<file path="src/hw/rtl/lcdnd_pkg.sv">
package lcdnd_pkg;

	// display geometry
	localparam int COLUMNS = 20;
	localparam int ROWS = 4;
	localparam int DEPTH = COLUMNS * ROWS;
	localparam int ADDR_W = $clog2(DEPTH);
	localparam int COL_W = $clog2(COLUMNS);
	localparam int POS_W = $clog2(COLUMNS + 1);
	localparam int ROW_W = (ROWS > 1) ? $clog2(ROWS) : 1;

	// job queue between front and back, a power of two
	localparam int QDEPTH = 2;
	localparam int QPTR_W = (QDEPTH > 1) ? $clog2(QDEPTH) : 1;
	localparam int QCNT_W = $clog2(QDEPTH + 1);

	// lcd constants
	localparam logic [7:0] NIBBLE_MASK = 8'hF0;
	localparam logic [7:0] SET_ADDRESS = 8'h80;
	localparam logic [7:0] SPACE_CHAR = 8'h20;

	// input commands
	typedef enum logic [2:0] {
		CMD_WRITE_CHAR = 3'd0,
		CMD_SET_CURSOR = 3'd1,
		CMD_CLEAR      = 3'd2,
		CMD_SEND_BYTE  = 3'd3,
		CMD_SEND_NIB   = 3'd4,
		CMD_REFRESH    = 3'd5
	} cmd_t;

	// configuration register indexes
	localparam logic [2:0] REG_BACKLIGHT = 3'd0;
	localparam logic [2:0] REG_OFFSET_0 = 3'd1;
	localparam logic [2:0] REG_OFFSET_1 = 3'd2;
	localparam logic [2:0] REG_OFFSET_2 = 3'd3;
	localparam logic [2:0] REG_OFFSET_3 = 3'd4;

	// one lcd byte (or init nibble) for the back end to send
	typedef struct packed {
		logic [7:0] value;
		logic       rs;
		logic       nibble_only;
		logic       done;
	} job_t;

endpackage

</file>
<file path="src/hw/rtl/lcdnd_front.sv">
module lcdnd_front (
	input  logic                clk,
	input  logic                arst_n,
	input  logic                push,
	output logic                full,
	input  logic [2:0]          command,
	input  logic [7:0]          data_byte,
	input  logic                register_select,
	input  logic [4:0]          column,
	input  logic [2:0]          row,
	input  logic [3:0][6:0]     row_base,
	input  logic                q_full,
	output logic                q_push,
	output lcdnd_pkg::job_t     q_job
);
	import lcdnd_pkg::*;

	typedef enum logic {
		F_IDLE,
		F_PUSH
	} front_state_t;

	front_state_t state_q;

	logic [COL_W-1:0]  cursor_col_q;
	logic [ROW_W-1:0]  cursor_row_q;
	logic [ROW_W-1:0]  refresh_row_q;
	logic [POS_W-1:0]  refresh_pos_q;
	logic              done_q;
	logic [DEPTH-1:0]  valid_q;
	logic [7:0]        mem [DEPTH];
	logic [7:0]        rdata_q;
	logic              hit_q;

	logic              accept;
	logic              cursor_ok;
	logic              refresh_addr;
	logic              refresh_char;
	logic              last_pos;
	logic              last_row;
	logic              last_col;
	logic [ADDR_W-1:0] wr_addr;
	logic [ADDR_W-1:0] rd_addr;
	logic              wr_en;
	logic              rd_en;

	// item handshake and command decode
	assign full = (state_q != F_IDLE) || q_full;
	assign accept = push && !full;
	assign cursor_ok = (int'(column) < COLUMNS) && (int'(row) < ROWS);
	assign refresh_addr = accept && (command == CMD_REFRESH) && (refresh_pos_q == '0);
	assign refresh_char = accept && (command == CMD_REFRESH) && (refresh_pos_q != '0);
	assign last_pos = int'(refresh_pos_q) == COLUMNS;
	assign last_row = int'(refresh_row_q) == ROWS - 1;
	assign last_col = int'(cursor_col_q) == COLUMNS - 1;
	assign wr_en = accept && (command == CMD_WRITE_CHAR);
	assign rd_en = refresh_char;
	assign wr_addr = ADDR_W'(int'(cursor_row_q) * COLUMNS + int'(cursor_col_q));
	assign rd_addr = ADDR_W'(int'(refresh_row_q) * COLUMNS + int'(refresh_pos_q) - 1);

	// job toward the back end
	always_comb begin
		q_push = 1'b0;
		q_job = '0;
		if (state_q == F_PUSH) begin
			q_push = 1'b1;
			q_job.value = hit_q ? rdata_q : SPACE_CHAR;
			q_job.rs = 1'b1;
			q_job.done = done_q;
		end else if (accept) begin
			unique case (command)
				CMD_SEND_BYTE: begin
					q_push = 1'b1;
					q_job.value = data_byte;
					q_job.rs = register_select;
				end
				CMD_SEND_NIB: begin
					q_push = 1'b1;
					q_job.value = data_byte & NIBBLE_MASK;
					q_job.nibble_only = 1'b1;
				end
				CMD_REFRESH: begin
					q_push = refresh_addr;
					q_job.value = SET_ADDRESS | {1'b0, row_base[2'(refresh_row_q)]};
				end
				default: begin
					q_push = 1'b0;
				end
			endcase
		end
	end

	// control state, cursor and refresh position
	always_ff @(posedge clk or negedge arst_n) begin
		if (!arst_n) begin
			state_q <= F_IDLE;
			cursor_col_q <= '0;
			cursor_row_q <= '0;
			refresh_row_q <= '0;
			refresh_pos_q <= '0;
			done_q <= 1'b0;
			valid_q <= '0;
		end else begin
			unique case (state_q)
				F_IDLE: begin
					if (refresh_char) begin
						state_q <= F_PUSH;
					end
				end
				F_PUSH: begin
					state_q <= F_IDLE;
				end
				default: begin
					state_q <= F_IDLE;
				end
			endcase
			if (accept) begin
				unique case (command)
					CMD_WRITE_CHAR: begin
						valid_q[wr_addr] <= 1'b1;
						if (last_col) begin
							cursor_col_q <= '0;
							cursor_row_q <= (int'(cursor_row_q) == ROWS - 1) ? '0 :
								cursor_row_q + ROW_W'(1);
						end else begin
							cursor_col_q <= cursor_col_q + COL_W'(1);
						end
					end
					CMD_SET_CURSOR: begin
						if (cursor_ok) begin
							cursor_col_q <= COL_W'(column);
							cursor_row_q <= ROW_W'(row);
						end
					end
					CMD_CLEAR: begin
						valid_q <= '0;
						cursor_col_q <= '0;
						cursor_row_q <= '0;
					end
					CMD_REFRESH: begin
						done_q <= last_pos && last_row;
						if (last_pos) begin
							refresh_pos_q <= '0;
							refresh_row_q <= last_row ? '0 : refresh_row_q + ROW_W'(1);
						end else begin
							refresh_pos_q <= refresh_pos_q + POS_W'(1);
						end
					end
					default: begin
						done_q <= done_q;
					end
				endcase
			end
		end
	end

	// character store, read data registered
	always_ff @(posedge clk) begin
		if (wr_en) begin
			mem[wr_addr] <= data_byte;
		end
		if (rd_en) begin
			rdata_q <= mem[rd_addr];
			hit_q <= valid_q[rd_addr];
		end
	end

endmodule

</file>
<file path="src/hw/rtl/lcdnd_queue.sv">
module lcdnd_queue (
	input  logic            clk,
	input  logic            arst_n,
	input  logic            wr,
	input  lcdnd_pkg::job_t wr_job,
	output logic            q_full,
	input  logic            rd,
	output lcdnd_pkg::job_t rd_job,
	output logic            q_empty
);
	import lcdnd_pkg::*;

	job_t              slots [QDEPTH];
	logic [QPTR_W-1:0] wr_ptr_q;
	logic [QPTR_W-1:0] rd_ptr_q;
	logic [QCNT_W-1:0] count_q;
	logic              do_wr;
	logic              do_rd;

	assign q_full = int'(count_q) == QDEPTH;
	assign q_empty = count_q == '0;
	assign do_wr = wr && !q_full;
	assign do_rd = rd && !q_empty;
	assign rd_job = slots[rd_ptr_q];

	// pointers and fill count
	always_ff @(posedge clk or negedge arst_n) begin
		if (!arst_n) begin
			wr_ptr_q <= '0;
			rd_ptr_q <= '0;
			count_q <= '0;
		end else begin
			if (do_wr) begin
				wr_ptr_q <= wr_ptr_q + QPTR_W'(1);
			end
			if (do_rd) begin
				rd_ptr_q <= rd_ptr_q + QPTR_W'(1);
			end
			if (do_wr && !do_rd) begin
				count_q <= count_q + QCNT_W'(1);
			end else if (do_rd && !do_wr) begin
				count_q <= count_q - QCNT_W'(1);
			end
		end
	end

	// job storage
	always_ff @(posedge clk) begin
		if (do_wr) begin
			slots[wr_ptr_q] <= wr_job;
		end
	end

endmodule

</file>
<file path="src/hw/rtl/lcdnd_back.sv">
module lcdnd_back (
	input  logic            clk,
	input  logic            arst_n,
	input  logic            backlight_on,
	input  logic            q_empty,
	input  lcdnd_pkg::job_t q_job,
	output logic            q_pop,
	output logic            empty,
	input  logic            pop,
	output logic [7:0]      expander_byte,
	output logic            last_of_run,
	output logic            frame_done
);
	import lcdnd_pkg::*;

	job_t       job_q;
	logic       busy_q;
	logic [1:0] step_q;
	logic       out_valid_q;
	logic [7:0] out_byte_q;
	logic       out_last_q;
	logic       out_done_q;

	logic       slot_free;
	logic       take;
	logic       step_last;
	logic [3:0] nib;
	logic [7:0] beat_byte;

	// one output beat per step, two per nibble
	assign slot_free = !out_valid_q || pop;
	assign take = busy_q && slot_free;
	assign step_last = job_q.nibble_only ? (step_q == 2'd1) : (step_q == 2'd3);
	assign q_pop = !q_empty && (!busy_q || (take && step_last));
	assign nib = step_q[1] ? job_q.value[3:0] : job_q.value[7:4];
	assign beat_byte = {nib, backlight_on, !step_q[0], 1'b0, job_q.rs};

	assign empty = !out_valid_q;
	assign expander_byte = out_byte_q;
	assign last_of_run = out_last_q;
	assign frame_done = out_done_q;

	// job register and step counter
	always_ff @(posedge clk or negedge arst_n) begin
		if (!arst_n) begin
			busy_q <= 1'b0;
			step_q <= '0;
			out_valid_q <= 1'b0;
		end else begin
			if (q_pop) begin
				busy_q <= 1'b1;
				step_q <= '0;
			end else if (take) begin
				busy_q <= !step_last;
				step_q <= step_q + 2'd1;
			end
			if (take) begin
				out_valid_q <= 1'b1;
			end else if (pop) begin
				out_valid_q <= 1'b0;
			end
		end
	end

	// payload registers
	always_ff @(posedge clk) begin
		if (q_pop) begin
			job_q <= q_job;
		end
		if (take) begin
			out_byte_q <= beat_byte;
			out_last_q <= step_last;
			out_done_q <= job_q.done;
		end
	end

endmodule

</file>
<file path="src/hw/rtl/char_lcd_buffer_nibble_driver.sv">
// a send or refresh-address item passes the job queue, the back-end job register and the
// output register to the result ports, a refresh-character item the store read register first
// throughput: 4 beats for a byte, 2 for a nibble, one beat per cycle while pop is held;
// the front takes one item a cycle, but none while the queue is full or a store read is pushed
// reset: cursor, refresh position and job queue cleared, store reads as spaces at once,
// backlight on, row offsets 0, 64, 20, 84
module char_lcd_buffer_nibble_driver (
	input  logic       clk,
	input  logic       arst_n,
	input  logic       push,
	output logic       full,
	input  logic [2:0] command,
	input  logic [7:0] data_byte,
	input  logic       register_select,
	input  logic [4:0] column,
	input  logic [2:0] row,
	output logic       empty,
	input  logic       pop,
	output logic [7:0] expander_byte,
	output logic       last_of_run,
	output logic       frame_done,
	input  logic       cfg_valid,
	output logic       cfg_ready,
	input  logic [2:0] cfg_index,
	input  logic [6:0] cfg_data
);
	import lcdnd_pkg::*;

	logic             backlight_q;
	logic [3:0][6:0]  offsets_q;
	logic             cfg_wr;

	logic             f_push;
	job_t             f_job;
	logic             q_full;
	logic             q_empty;
	logic             q_pop;
	job_t             q_job;

	// configuration registers
	assign cfg_ready = 1'b1;
	assign cfg_wr = cfg_valid && cfg_ready;

	always_ff @(posedge clk or negedge arst_n) begin
		if (!arst_n) begin
			backlight_q <= 1'b1;
			offsets_q[0] <= 7'd0;
			offsets_q[1] <= 7'd64;
			offsets_q[2] <= 7'd20;
			offsets_q[3] <= 7'd84;
		end else if (cfg_wr) begin
			unique case (cfg_index)
				REG_BACKLIGHT: backlight_q <= cfg_data[0];
				REG_OFFSET_0:  offsets_q[0] <= cfg_data;
				REG_OFFSET_1:  offsets_q[1] <= cfg_data;
				REG_OFFSET_2:  offsets_q[2] <= cfg_data;
				REG_OFFSET_3:  offsets_q[3] <= cfg_data;
				default:       backlight_q <= backlight_q;
			endcase
		end
	end

	// command front end with character store
	lcdnd_front u_front (
		.clk             (clk),
		.arst_n          (arst_n),
		.push            (push),
		.full            (full),
		.command         (command),
		.data_byte       (data_byte),
		.register_select (register_select),
		.column          (column),
		.row             (row),
		.row_base        (offsets_q),
		.q_full          (q_full),
		.q_push          (f_push),
		.q_job           (f_job)
	);

	// job queue
	lcdnd_queue u_queue (
		.clk     (clk),
		.arst_n  (arst_n),
		.wr      (f_push),
		.wr_job  (f_job),
		.q_full  (q_full),
		.rd      (q_pop),
		.rd_job  (q_job),
		.q_empty (q_empty)
	);

	// nibble sequencer toward the expander
	lcdnd_back u_back (
		.clk           (clk),
		.arst_n        (arst_n),
		.backlight_on  (backlight_q),
		.q_empty       (q_empty),
		.q_job         (q_job),
		.q_pop         (q_pop),
		.empty         (empty),
		.pop           (pop),
		.expander_byte (expander_byte),
		.last_of_run   (last_of_run),
		.frame_done    (frame_done)
	);

	// the closing beat of a run always drops enable
	a_last_drops_enable: assert property (@(posedge clk) disable iff (!arst_n)
		!empty && last_of_run |-> !expander_byte[2])
		else $error("last beat of a run with enable set");

	// every beat carries the backlight register
	a_backlight_bit: assert property (@(posedge clk) disable iff (!arst_n)
		!empty |-> expander_byte[3] == backlight_q)
		else $error("backlight bit does not follow register");

	// the front never pushes into a full queue
	a_no_push_when_full: assert property (@(posedge clk) disable iff (!arst_n)
		f_push |-> !q_full)
		else $error("job pushed into full queue");

endmodule

</file>
<file path="config.mk">
export PLATFORM = sky130hd
export DESIGN_NAME = char_lcd_buffer_nibble_driver
export DESIGN_NICKNAME = d
export VERILOG_FILES = /design/src/hw/rtl/lcdnd_pkg.sv /design/src/hw/rtl/lcdnd_front.sv /design/src/hw/rtl/lcdnd_queue.sv /design/src/hw/rtl/lcdnd_back.sv /design/src/hw/rtl/char_lcd_buffer_nibble_driver.sv
export SDC_FILE = /design/constraint.sdc
export NUM_CORES = 1
export LEC_CHECK = 0
export BUFFER_PORTS_ARGS = -buffer_cell sky130_fd_sc_hd__buf_2
export CORE_ASPECT_RATIO = 1.2
export CORE_UTILIZATION = 57
export CTS_CLUSTER_DIAMETER = 200
export DETAILED_ROUTE_END_ITERATION = 12
export PLACE_DENSITY = 0.76
export SLEW_MARGIN = 25
export SYNTH_ARGS = -nofsm -noshare
export SYNTH_HDL_FRONTEND = slang
export SYNTH_SLANG_ARGS = --single-unit
</file>
<file path="constraint.sdc">
create_clock -name clk -period 3.5 [get_ports clk]
set_input_delay 0.525 -clock clk [delete_from_list [all_inputs] [get_ports clk]]
set_output_delay 0.525 -clock clk [all_outputs]
set_load 0.02 [all_outputs]
</file>
# Word level (Yosys, flattened, before mapping)
# Memory sizes are Yosys's and may differ from the RTL's. A register that Yosys moved wholly into a read port is not among the register bits.
# Index checks and enable logic that the tools add are counted.
[word_totals]
reg_bits = 143
latch_bits = 0
ram_bits = 662
romBits = 0
input_bits = 35
output_inout_bits = 13
wordCells = 155
n_memories = 2
[memory_table]
columns = ["name", "depth", "width", "read_ports", "rd_ports_with_merged_regs", "write_ports", "line", "rtl"]
rows = [
  ["u_front.mem", 80, 8, 1, 1, 1, "lcdnd_front.sv:31", "logic [7:0] mem [DEPTH];"],
  ["u_queue.slots", 2, 11, 1, 1, 1, "lcdnd_queue.sv:13", "job_t slots [QDEPTH];"],
]
[classes]
addsub = 12
mul = 2
n_div = 0
order_cmp = 6
n_eq_ne = 18
n_shift = 0
mux = 43
bitwise = 2
reduce_logical = 48
[ops]
columns = ["op", "n"]
rows = [
  ["$pmux W80 S2", 1],
  ["$or A80 B80 Y80", 1],
  ["$pmux W8 S3", 1],
  ["$mux W1", 18],
  ["$lt A7 B8 Y1 const B", 2],
  ["$mux W2", 8],
  ["$logic_and A1 B1 Y1", 15],
  ["$mux W5", 3],
  ["$pmux W5 S3", 1],
  ["$add A7 B6 Y7", 2],
  ["$bmux W7 S2", 1],
  ["$reduce_and A2 Y1", 7],
  ["$eq A3 B2 Y1 const B", 4],
  ["$add A5 B1 Y5 const B", 2],
  ["$eq A5 B5 Y1 const B", 2],
  ["$mul A2 B3 Y5 const B", 2],
  ["$mux W10", 1],
  ["$eq A3 B3 Y1 const B", 3],
  ["$logic_not A1 Y1", 9],
  ["$mux W9", 1],
  ["$add A2 B1 Y2 const B", 4],
  ["$mux W8", 1],
  ["$reduce_bool A2 Y1", 4],
  ["$bmux W1 S7", 1],
  ["26 further kinds", 37],
]

# Logic depth before layout (Yosys ltp)
# Gate-level depths: netlist (run 1).
[depth]
word_depth = 14
mapped_depth = 15

# Cells and area by module
# A second synthesis (run 1) with hierarchy kept.
[unflattened]
cells_unflattened = 1798
area_unflattened_um2 = 33455.8
[by_module_without_submodules]
columns = ["module", "n_inst", "cells_each", "area_per_inst_um2"]
rows = [
  ["lcdnd_front", 1, 1624, 30334.1],
  ["char_lcd_buffer_nibble_driver", 1, 68, 1193.6],
  ["lcdnd_queue", 1, 53, 1002.2],
  ["lcdnd_back", 1, 53, 925.9],
]

# Least setup slack after synthesis (run 1)
# No wires, ideal clock.
[synth_path]
kind = "register to register"
startpoint = "register u_front.refresh_pos_q[0]"
endpoint = "register u_front.rdata_q[0] (read register of u_front.mem), data pin"
setup_time_ns = 0.272
arrival_ns = 3.067
required_time_ns = 3.228
setup_slack_ns = 0.161
stages_incl_launch_ff = 14
path_buffers = 7
period_less_slack_ns = 3.339
path_cell_list = "dfrtp_1 -> buf_6 -> buf_8 -> buf_4 -> buf_4 -> inv_1 -> buf_2 -> ha_1 -> buf_2 -> clkbuf_1 -> mux4_2 -> mux4_2 -> a21oi_1 -> a31oi_1"
[synth_between]
elab_chain_len = 2
elab_cells_between_ends = 4
[synth_rtl]
columns = ["element", "line", "rtl"]
rows = [
  ["from (decl)", "lcdnd_front.sv:28", "logic [POS_W-1:0] refresh_pos_q;"],
  ["from (signal assigned)", "lcdnd_front.sv:146", "refresh_pos_q <= refresh_pos_q + POS_W'(1);"],
  ["$add A7 B6 Y7 or $reduce_bool A5 Y1 (tied branches)", "lcdnd_front.sv:59, lcdnd_front.sv:52", ""],
  ["$sub A7 B2 Y7 or $logic_and A1 B1 Y1 (tied branches)", "lcdnd_front.sv:59, lcdnd_front.sv:52", ""],
  ["to (decl)", "lcdnd_front.sv:32", "logic [7:0] rdata_q;"],
]
# Several ways; a longest one is shown, not always the timed one.
# A chain may end at the register's enable or synchronous reset.

# Worst setup path in the final report (run 1)
[layout_path]
startpoint = "register u_front.refresh_pos_q[2]"
endpoint = "register u_front.rdata_q[0] (read register of u_front.mem), data pin"
# Same word-level chain as after synthesis.

==> results of run 1 <==
==> worst reg2reg max path, cell delays in order (launching register included) <==
cell       delay, ns
dfrtp_1         0.44
inv_2           0.09
ha_4            0.25
fa_4            0.88
buf_4           0.15
bufbuf_16       0.31
mux4_2          0.35
a22oi_2         0.28
nand2_1         0.15
a32oi_1         0.20
a31oi_1         0.12
==> layer usage <==
layer | GRT usage (%) | up-vias | routed length, µm
li1 | - | 8048 | -
met3 | 5.14 | 210 | 7210
met5 | 0 | - | 0
met1 | 36.4 | 9864 | 30400
met2 | 46.8 | 1071 | 41300
met4 | 12.2 | 0 | 3570
==> kinds of logic after synthesis <==
group,after synthesis,synth area share (%)
adders and majority gates,19,0.753
buffers and inverters,132,2.07
AOI/OAI and AO/OA,264,5.20
other,2,0.0224
muxes,291,14.6
DFF,824,71.8
xor gates and xnor gates,17,0.444
and+or+nand+nor,384,5.06
==> sequential cells by signal, summed over array words and instances (netlist names), 2 cells and up <==
signal and flops:
u_front.refresh_row_q 2, u_front.cursor_col_q 5, u_back.job_q 10, u_front.refresh_pos_q 5, u_back.step_q 2, u_back.expander_byte 7, u_front.rdata_q 8, u_queue.slots 22
u_front.valid_q 80, offsets_q 28, u_queue.count_q 2, u_front.mem 640, u_front.cursor_row_q 2
==> power by group through the flow <==
stage	registers (mW)	logic [mW]	clock network (mW)
after CTS	11.6	13.7	8.72
after global routing	11.7	14.8	9.06
after detailed placement	11.8	13.1	0
after global placement	11.8	12.9	0
final	11.7	14.1	8.62
after floorplan	11.7	8.61	0
==> area by class of cell <==
class / count / area (µm²)
Fill cell: 3714 / 19700
Inverter: 28 / 105
Multi-Input combinational cell: 977 / 8910
Clock inverter: 42 / 454
Tap cell: 742 / 928
Clock buffer: 100 / 2160
Sequential cell: 824 / 24100
Timing Repair Buffer: 238 / 1910
==> repair_timing <==
item	CTS	global route
gates cloned	1	0
resized for setup	5	16
hold endpoints to repair	47	0
pin swaps	1	4
hold buffers	1	0
endpoints found under the setup margin	8	9
buffers inserted	3	3
==> how the worst max path moves through the flow <==
stage          depth (start not counted)                            to  slack (ns)                            startpoint
6_report                              10  u_front.rdata_q[0]$_DFFE_PP_       0.007  u_front.refresh_pos_q[2]$_DFFE_PN0P_
5_1_grt                               10  u_front.rdata_q[0]$_DFFE_PP_       -0.04  u_front.refresh_pos_q[2]$_DFFE_PN0P_
3_5_place_dp                          10  u_front.rdata_q[0]$_DFFE_PP_       -0.06  u_front.refresh_pos_q[0]$_DFFE_PN0P_
3_3_place_gp                          10  u_front.rdata_q[4]$_DFFE_PP_      -0.001  u_front.refresh_pos_q[0]$_DFFE_PN0P_
2_1_floorplan                         13  u_front.rdata_q[0]$_DFFE_PP_        0.16  u_front.refresh_pos_q[0]$_DFFE_PN0P_
4_1_cts                               10  u_front.rdata_q[5]$_DFFE_PP_        0.02  u_front.refresh_pos_q[2]$_DFFE_PN0P_
==> through the flow <==
step / hold slack (ns) / TNS [ns] / cells
after detailed placement: 0.405 / -0.184 / 2801
after floorplan: 0.229 / 0 / 1933
after CTS: 0.158 / 0 / 2948
after global placement: 0.401 / -0.00104 / 2801
after global routing: 0.180 / -0.0419 / 2951
final: 0.180 / 0 / 2951
==> cells in the final DEF (no fill, tap or decap), drive strengths merged, types with 3 or more instances in the layout <==
master,instances
nand3,23
nor2b,9
ha,17
o22ai,3
or3,8
mux2i,89
a221o,21
a21oi,112
xor2,8
buf,236
mux2,47
xnor2,9
a211oi,3
o21ai,33
nor3b,7
edfxtp,691
nand2,69
mux4,155
a22oi,36
o21a,3
and2,11
a31oi,10
dfrtp,126
nor2,212
nand2b,11
inv,30
dfstp,7
a32oi,14
nand3b,10
clkinv,29
clkbuf,100
a221oi,16
bufinv,9
nor3,14
==> results.json, run 1 <==
{
  "yosysTopAreaCellShare_pct": 61.9,
  "worst_pin_slew_ns": 1.05,
  "clock_power_share_pct": 25.1,
  "grt_pass1_wl_um": 122000,
  "crit_path_max_incr_delay_ns": 0.88,
  "reg2reg_to": "u_front.rdata_q[0]$_DFFE_PP_",
  "synth.distinct_cells": 60,
  "min-delay-start": "cfg_data[2]",
  "syn-num-nets": 1987,
  "finalHoldViolations": 0,
  "grt_overflow": 0,
  "hold_path_class": "in -> reg",
  "crit_required_ns": 3.84,
  "pre_cts_ws_ns": -0.0553,
  "syn_area_um2": 33500,
  "slew_headroom_pct": 30.2,
  "drc_errors": 0,
  "dieArea_um2": 59800,
  "cp_slowest_cell": "fa_4",
  "ant_nets": 0,
  "max_clock_freq_ghz": 0.286,
  "io_buffers": 45,
  "rows": 97,
  "crit_path_start_kind": "flip-flop",
  "p_int_mw": 22.5,
  "final_core_util_pct": 66.2,
  "power_mw": 34.4,
  "synthFlopType": "edfxtp_1",
  "place_congestion": 0.918,
  "r2r_cells": 10,
  "grt_pass1_vias": 19300,
  "hold_depth": 2,
  "wirelength_um": 82400,
  "place_area_um2": 35700,
  "worstSetupEndpointType": "flip-flop",
  "grt_antenna_before_repair": 1,
  "final_design_area_no_fill_um2": 38600,
  "start_util_pct": 57.6,
  "track_usage_pct": 28.0,
  "synth_edf_count": 691,
  "synth.most_common_cell": "edfxtp_1",
  "power.density_nw_per_um2": 892,
  "cts-root-buf": "clkbuf_16",
  "cts_tree": "done",
  "fin_ws_ns": 0.00650,
  "antenna_cells": 0,
  "ir_drop_v": 0.000958,
  "clkTransAtPathRegs_ns": 0.06,
  "critPathTopFamily": "adder cells",
  "ys_seq_elements": 824,
  "yosysSeqAreaShare_pct": 71.8,
  "fin_crit_sh_pct": 99.8,
  "synthArstFlopShare_pct": 16.1,
  "fp.coreArea_um2": 58300,
  "nets": 2202,
  "synth_common_cells": "edfxtp_1, nor2_1, mux4_2",
  "p_seq_share_pct": 33.9,
  "dieWidth_um": 223,
  "drt-initial-drc-count": 2396,
  "path_cells": "inv_2 -> ha_4 -> fa_4 -> buf_4 -> bufbuf_16 -> mux4_2 -> a22oi_2 -> nand2_1 -> a32oi_1 -> a31oi_1",
  "netlist_instances": 1933,
  "cts_buffer_depth": 3,
  "cp_max_fo": 16,
  "vias_per_cell": 6.50,
  "p_switching_mw": 11.9,
  "area_growth_pct": 15.0,
  "reg2reg_slack_ns": 0.007,
  "drive_gt1_share_pct": 27.1,
  "wire_per_inst_um": 27.9,
  "pwr-share-comb_pct": 41.0,
  "slew_violations": 0,
  "leakagePower_nw": 13.7,
  "grt_max_degree": 80,
  "yosysTopAreaCell": "edfxtp_1",
  "dr.pass1.iters": 7,
  "clk_latency_ns": 0.62,
  "clock_skew_ns": 0.0159,
  "critical_path_class": "reg -> reg",
  "path_buf_inv": 3,
  "yosysWarnings": 0,
  "dp_hpwl_um": 51200,
  "switching_share_pct": 34.7,
  "max_cap_viol_count": 0,
  "vias": 19200,
  "status": "complete, no violations",
  "setup_viol": 0,
  "timing.rr.start": "u_front.refresh_pos_q[2]$_DFFE_PN0P_",
  "h-tree-depth": 3,
  "crit_arrival_ns": 3.83,
  "holdPathEnd": "offsets_q[16]$_DFFE_PN1P_",
  "min_period_ns": 3.49,
  "synth.area.top_cells": "edfxtp_1, mux4_2, dfrtp_1",
  "clock_sinks": 824,
  "chipHeight_um": 268,
  "cts_made_buffers": 79,
  "io_pins": 48,
  "synth.avg_cell_area_um2": 17.4
}
No activity file was read; power rests on OpenSTA's default activity.
==> run 2: changes to the inputs <==
--- a/config.mk
+++ b/config.mk
@@ -14,4 +14,5 @@
 export SLEW_MARGIN = 25
 export SYNTH_ARGS = -nofsm -noshare
 export SYNTH_HDL_FRONTEND = slang
+export SYNTH_HIERARCHICAL = 1
 export SYNTH_SLANG_ARGS = --single-unit
==> results.json, run 2 <==
{
  "status": "complete, no violations",
  "worst_pin_slew_ns": 1.04,
  "synth-adder-area-share_pct": 0.755,
  "chipHeight_um": 267,
  "synth.area.top_cells": "edfxtp_1, mux4_2, dfrtp_1",
  "finalHoldViolations": 0,
  "cts-root-buf": "clkbuf_16",
  "cp_slowest_cell": "fa_4",
  "drive_gt1_share_pct": 27.1,
  "crit_path_max_incr_delay_ns": 0.90,
  "grt_overflow": 0,
  "rows": 96,
  "grt_pass1_wl_um": 114000,
  "muxShareOfSynthArea_pct": 15.3,
  "fillCellCount": 3693,
  "syn_area_um2": 33500,
  "rsz0062_at_grt": "false",
  "dp_hpwl_um": 49400,
  "synthArstFlopShare_pct": 16.1,
  "antenna_cells": 0,
  "fin_crit_sh_pct": 98.1,
  "holdPathEnd": "offsets_q[25]$_DFFE_PN1P_",
  "synthSimpleGateAreaFrac_pct": 4.24,
  "largest_registers": "u_front/mem (640), u_front/valid_q (80), offsets_q (28)",
  "netlist_instances": 1798,
  "drt-initial-drc-count": 1730,
  "crit_required_ns": 3.96,
  "clock_sinks": 824,
  "yosysSeqAreaShare_pct": 72.0,
  "cts_buffer_depth": 3,
  "crit_arrival_ns": 3.89,
  "yosysTopAreaCellShare_pct": 62.0,
  "max_cap_viol_count": 0,
  "io_pins": 48,
  "leakagePower_nw": 13.2,
  "wirelength_um": 75600,
  "seq_area_um2": 24100,
  "area_growth_pct": 13.0,
  "hold_depth": 2,
  "slew_violations": 0,
  "critical_path_class": "reg -> reg",
  "min_period_ns": 3.43,
  "vias": 17600,
  "reg2reg_slack_ns": 0.07,
  "fin_hold_ws_ns": 0.181,
  "layout_common_cells": "edfxtp_1, mux4_2, buf_4, dfrtp_1, nor2_1",
  "max_clock_freq_ghz": 0.291,
  "post_cts_buffers": 0,
  "start_util_pct": 58.1,
  "yosysWarnings": 6,
  "path_cells": "ha_1 -> fa_4 -> buf_4 -> buf_6 -> and2_2 -> a22oi_1 -> a21boi_0 -> a31oi_1 -> a41oi_1",
  "cp_max_fo": 18,
  "grt_pass1_vias": 18200,
  "clk_latency_ns": 0.62,
  "drc_errors": 0,
  "syn-num-nets": 1852,
  "hold_path_class": "in -> reg",
  "synth.avg_cell_area_um2": 18.6,
  "yosysTopAreaCell": "edfxtp_1",
  "multiInputGateArea_um2": 8780,
  "grt_max_degree": 112,
  "io_buffers": 45,
  "min-delay-start": "cfg_data[4]",
  "synthFlopType": "edfxtp_1",
  "ant_nets": 0,
  "synth-compound-area-share_pct": 5.27,
  "critPathTopFamily": "adder cells",
  "ir_drop_v": 0.000862,
  "slew_headroom_pct": 30.8,
  "reg2reg_to": "u_front/hit_q$_DFFE_PP_",
  "largest_register_ffs": 640,
  "largest-register": "u_front/mem",
  "timing.rr.start": "u_front/refresh_pos_q[0]$_DFFE_PN0P_",
  "path_buf_inv": 2,
  "nets": 2034,
  "synth_common_cells": "edfxtp_1, mux4_2, dfrtp_1",
  "place_congestion": 0.924,
  "fin_setup_tns_ns": 0,
  "vias_per_cell": 6.35,
  "cts_tree": "done",
  "dieArea_um2": 59700,
  "synth_edf_count": 691,
  "power.density_nw_per_um2": 854,
  "h-tree-depth": 3,
  "synth.distinct_cells": 78,
  "clock_skew_ns": 0.0196,
  "cts_made_buffers": 77,
  "wire_per_inst_um": 27.2,
  "synth_top_family_by_area": "multiplexers",
  "dr.pass1.iters": 5,
  "ys_seq_elements": 824,
  "power_mw": 32.3,
  "dieWidth_um": 223,
  "synth.most_common_cell": "edfxtp_1",
  "track_usage_pct": 26.3,
  "fp.coreArea_um2": 57500,
  "r2r_cells": 9,
  "clkTransAtPathRegs_ns": 0.06,
  "fin_cells": 2779,
  "setup_viol": 0,
  "synthXorXnorAreaFrac_pct": 0.381,
  "placedCellCount": 2635,
  "grt_antenna_before_repair": 0,
  "layout_commonest_cell": "edfxtp_1",
  "worstSetupEndpointType": "flip-flop",
  "crit_path_start_kind": "flip-flop"
}
[run 2: cells by family (layout without fill, tap and decap cells)]
logic type / after synthesis / count (layout)
other: 2 / 2
AND/OR/NAND/NOR: 308 / 308
multiplexers: 275 / 275
AO/OA/AOI/OAI: 241 / 241
XOR/XNOR: 12 / 12
adder cells (fa/ha/maj): 19 / 19
flip-flops: 824 / 824
buffers and inverters: 117 / 363
[run 2: how the worst max path moves through the flow]
stage | cells past startpoint | to | start
2_1_floorplan | 11 | u_front/rdata_q[6]$_DFFE_PP_ | u_front/refresh_row_q[0]$_DFFE_PN0P_
3_3_place_gp | 11 | u_front/rdata_q[4]$_DFFE_PP_ | u_front/refresh_row_q[0]$_DFFE_PN0P_
3_5_place_dp | 11 | u_front/rdata_q[4]$_DFFE_PP_ | u_front/refresh_row_q[0]$_DFFE_PN0P_
4_1_cts | 11 | u_front/hit_q$_DFFE_PP_ | u_front/refresh_row_q[0]$_DFFE_PN0P_
5_1_grt | 9 | u_front/rdata_q[6]$_DFFE_PP_ | u_front/refresh_row_q[0]$_DFFE_PN0P_
6_report | 9 | u_front/hit_q$_DFFE_PP_ | u_front/refresh_pos_q[0]$_DFFE_PN0P_
[run 2: metal layers]
metal | vias up | part of all wire, % | GRT usage (%)
met3 | 145 | 6.8 | 4.20
met2 | 728 | 50 | 44.1
met5 | - | 0 | 0
met1 | 9220 | 39 | 34.6
li1 | 7552 | - | -
met4 | 0 | 3.9 | 11.3
[run 2: worst reg2reg max path: cells and delay by family, from the launching register on]
kind,cells,cell delay (ns)
compound gates,4,0.89
fa+ha+maj,2,1.14
buf+inv,2,0.43
flops,1,0.48
simple gates,1,0.34
[run 2: layout make-up]
class | count | share of cell area, %
Sequential cell | 824 | 63.7
Multi-Input combinational cell | 857 | 23.2
Clock buffer | 118 | 5.83
Timing Repair Buffer | 195 | 3.94
Tap cell | 735 | 2.43
Clock inverter | 25 | 0.573
Inverter | 25 | 0.248
[run 2: per-stage QoR]
step | worst slack, ns | utilization (%) | cell area, µm²
floorplan | 0.223 | - | 33500
finish | 0.0673 | 65.7 | 37800
detailed placement | -0.208 | 61.4 | 35300
CTS | 0.0129 | 65.6 | 37800
global route | 0.00535 | 65.7 | 37800
global placement | -0.0540 | 61.4 | 35300
[run 2: power by group]
group / switching [mW] / internal (mW) / total, mW
combinational: 7.28 / 5.45 / 12.7
sequential: 0.318 / 11.2 / 11.5
clock: 3.46 / 4.58 / 8.04
total: 11.1 / 21.2 / 32.3
[run 2: repair_timing]
action | 4_1_cts | 5_1_grt
endpoints found under the setup margin | 9 | 7
hold endpoints to repair | 30 | 0
hold buffers | 1 | 0
resized for setup | 5 | 6
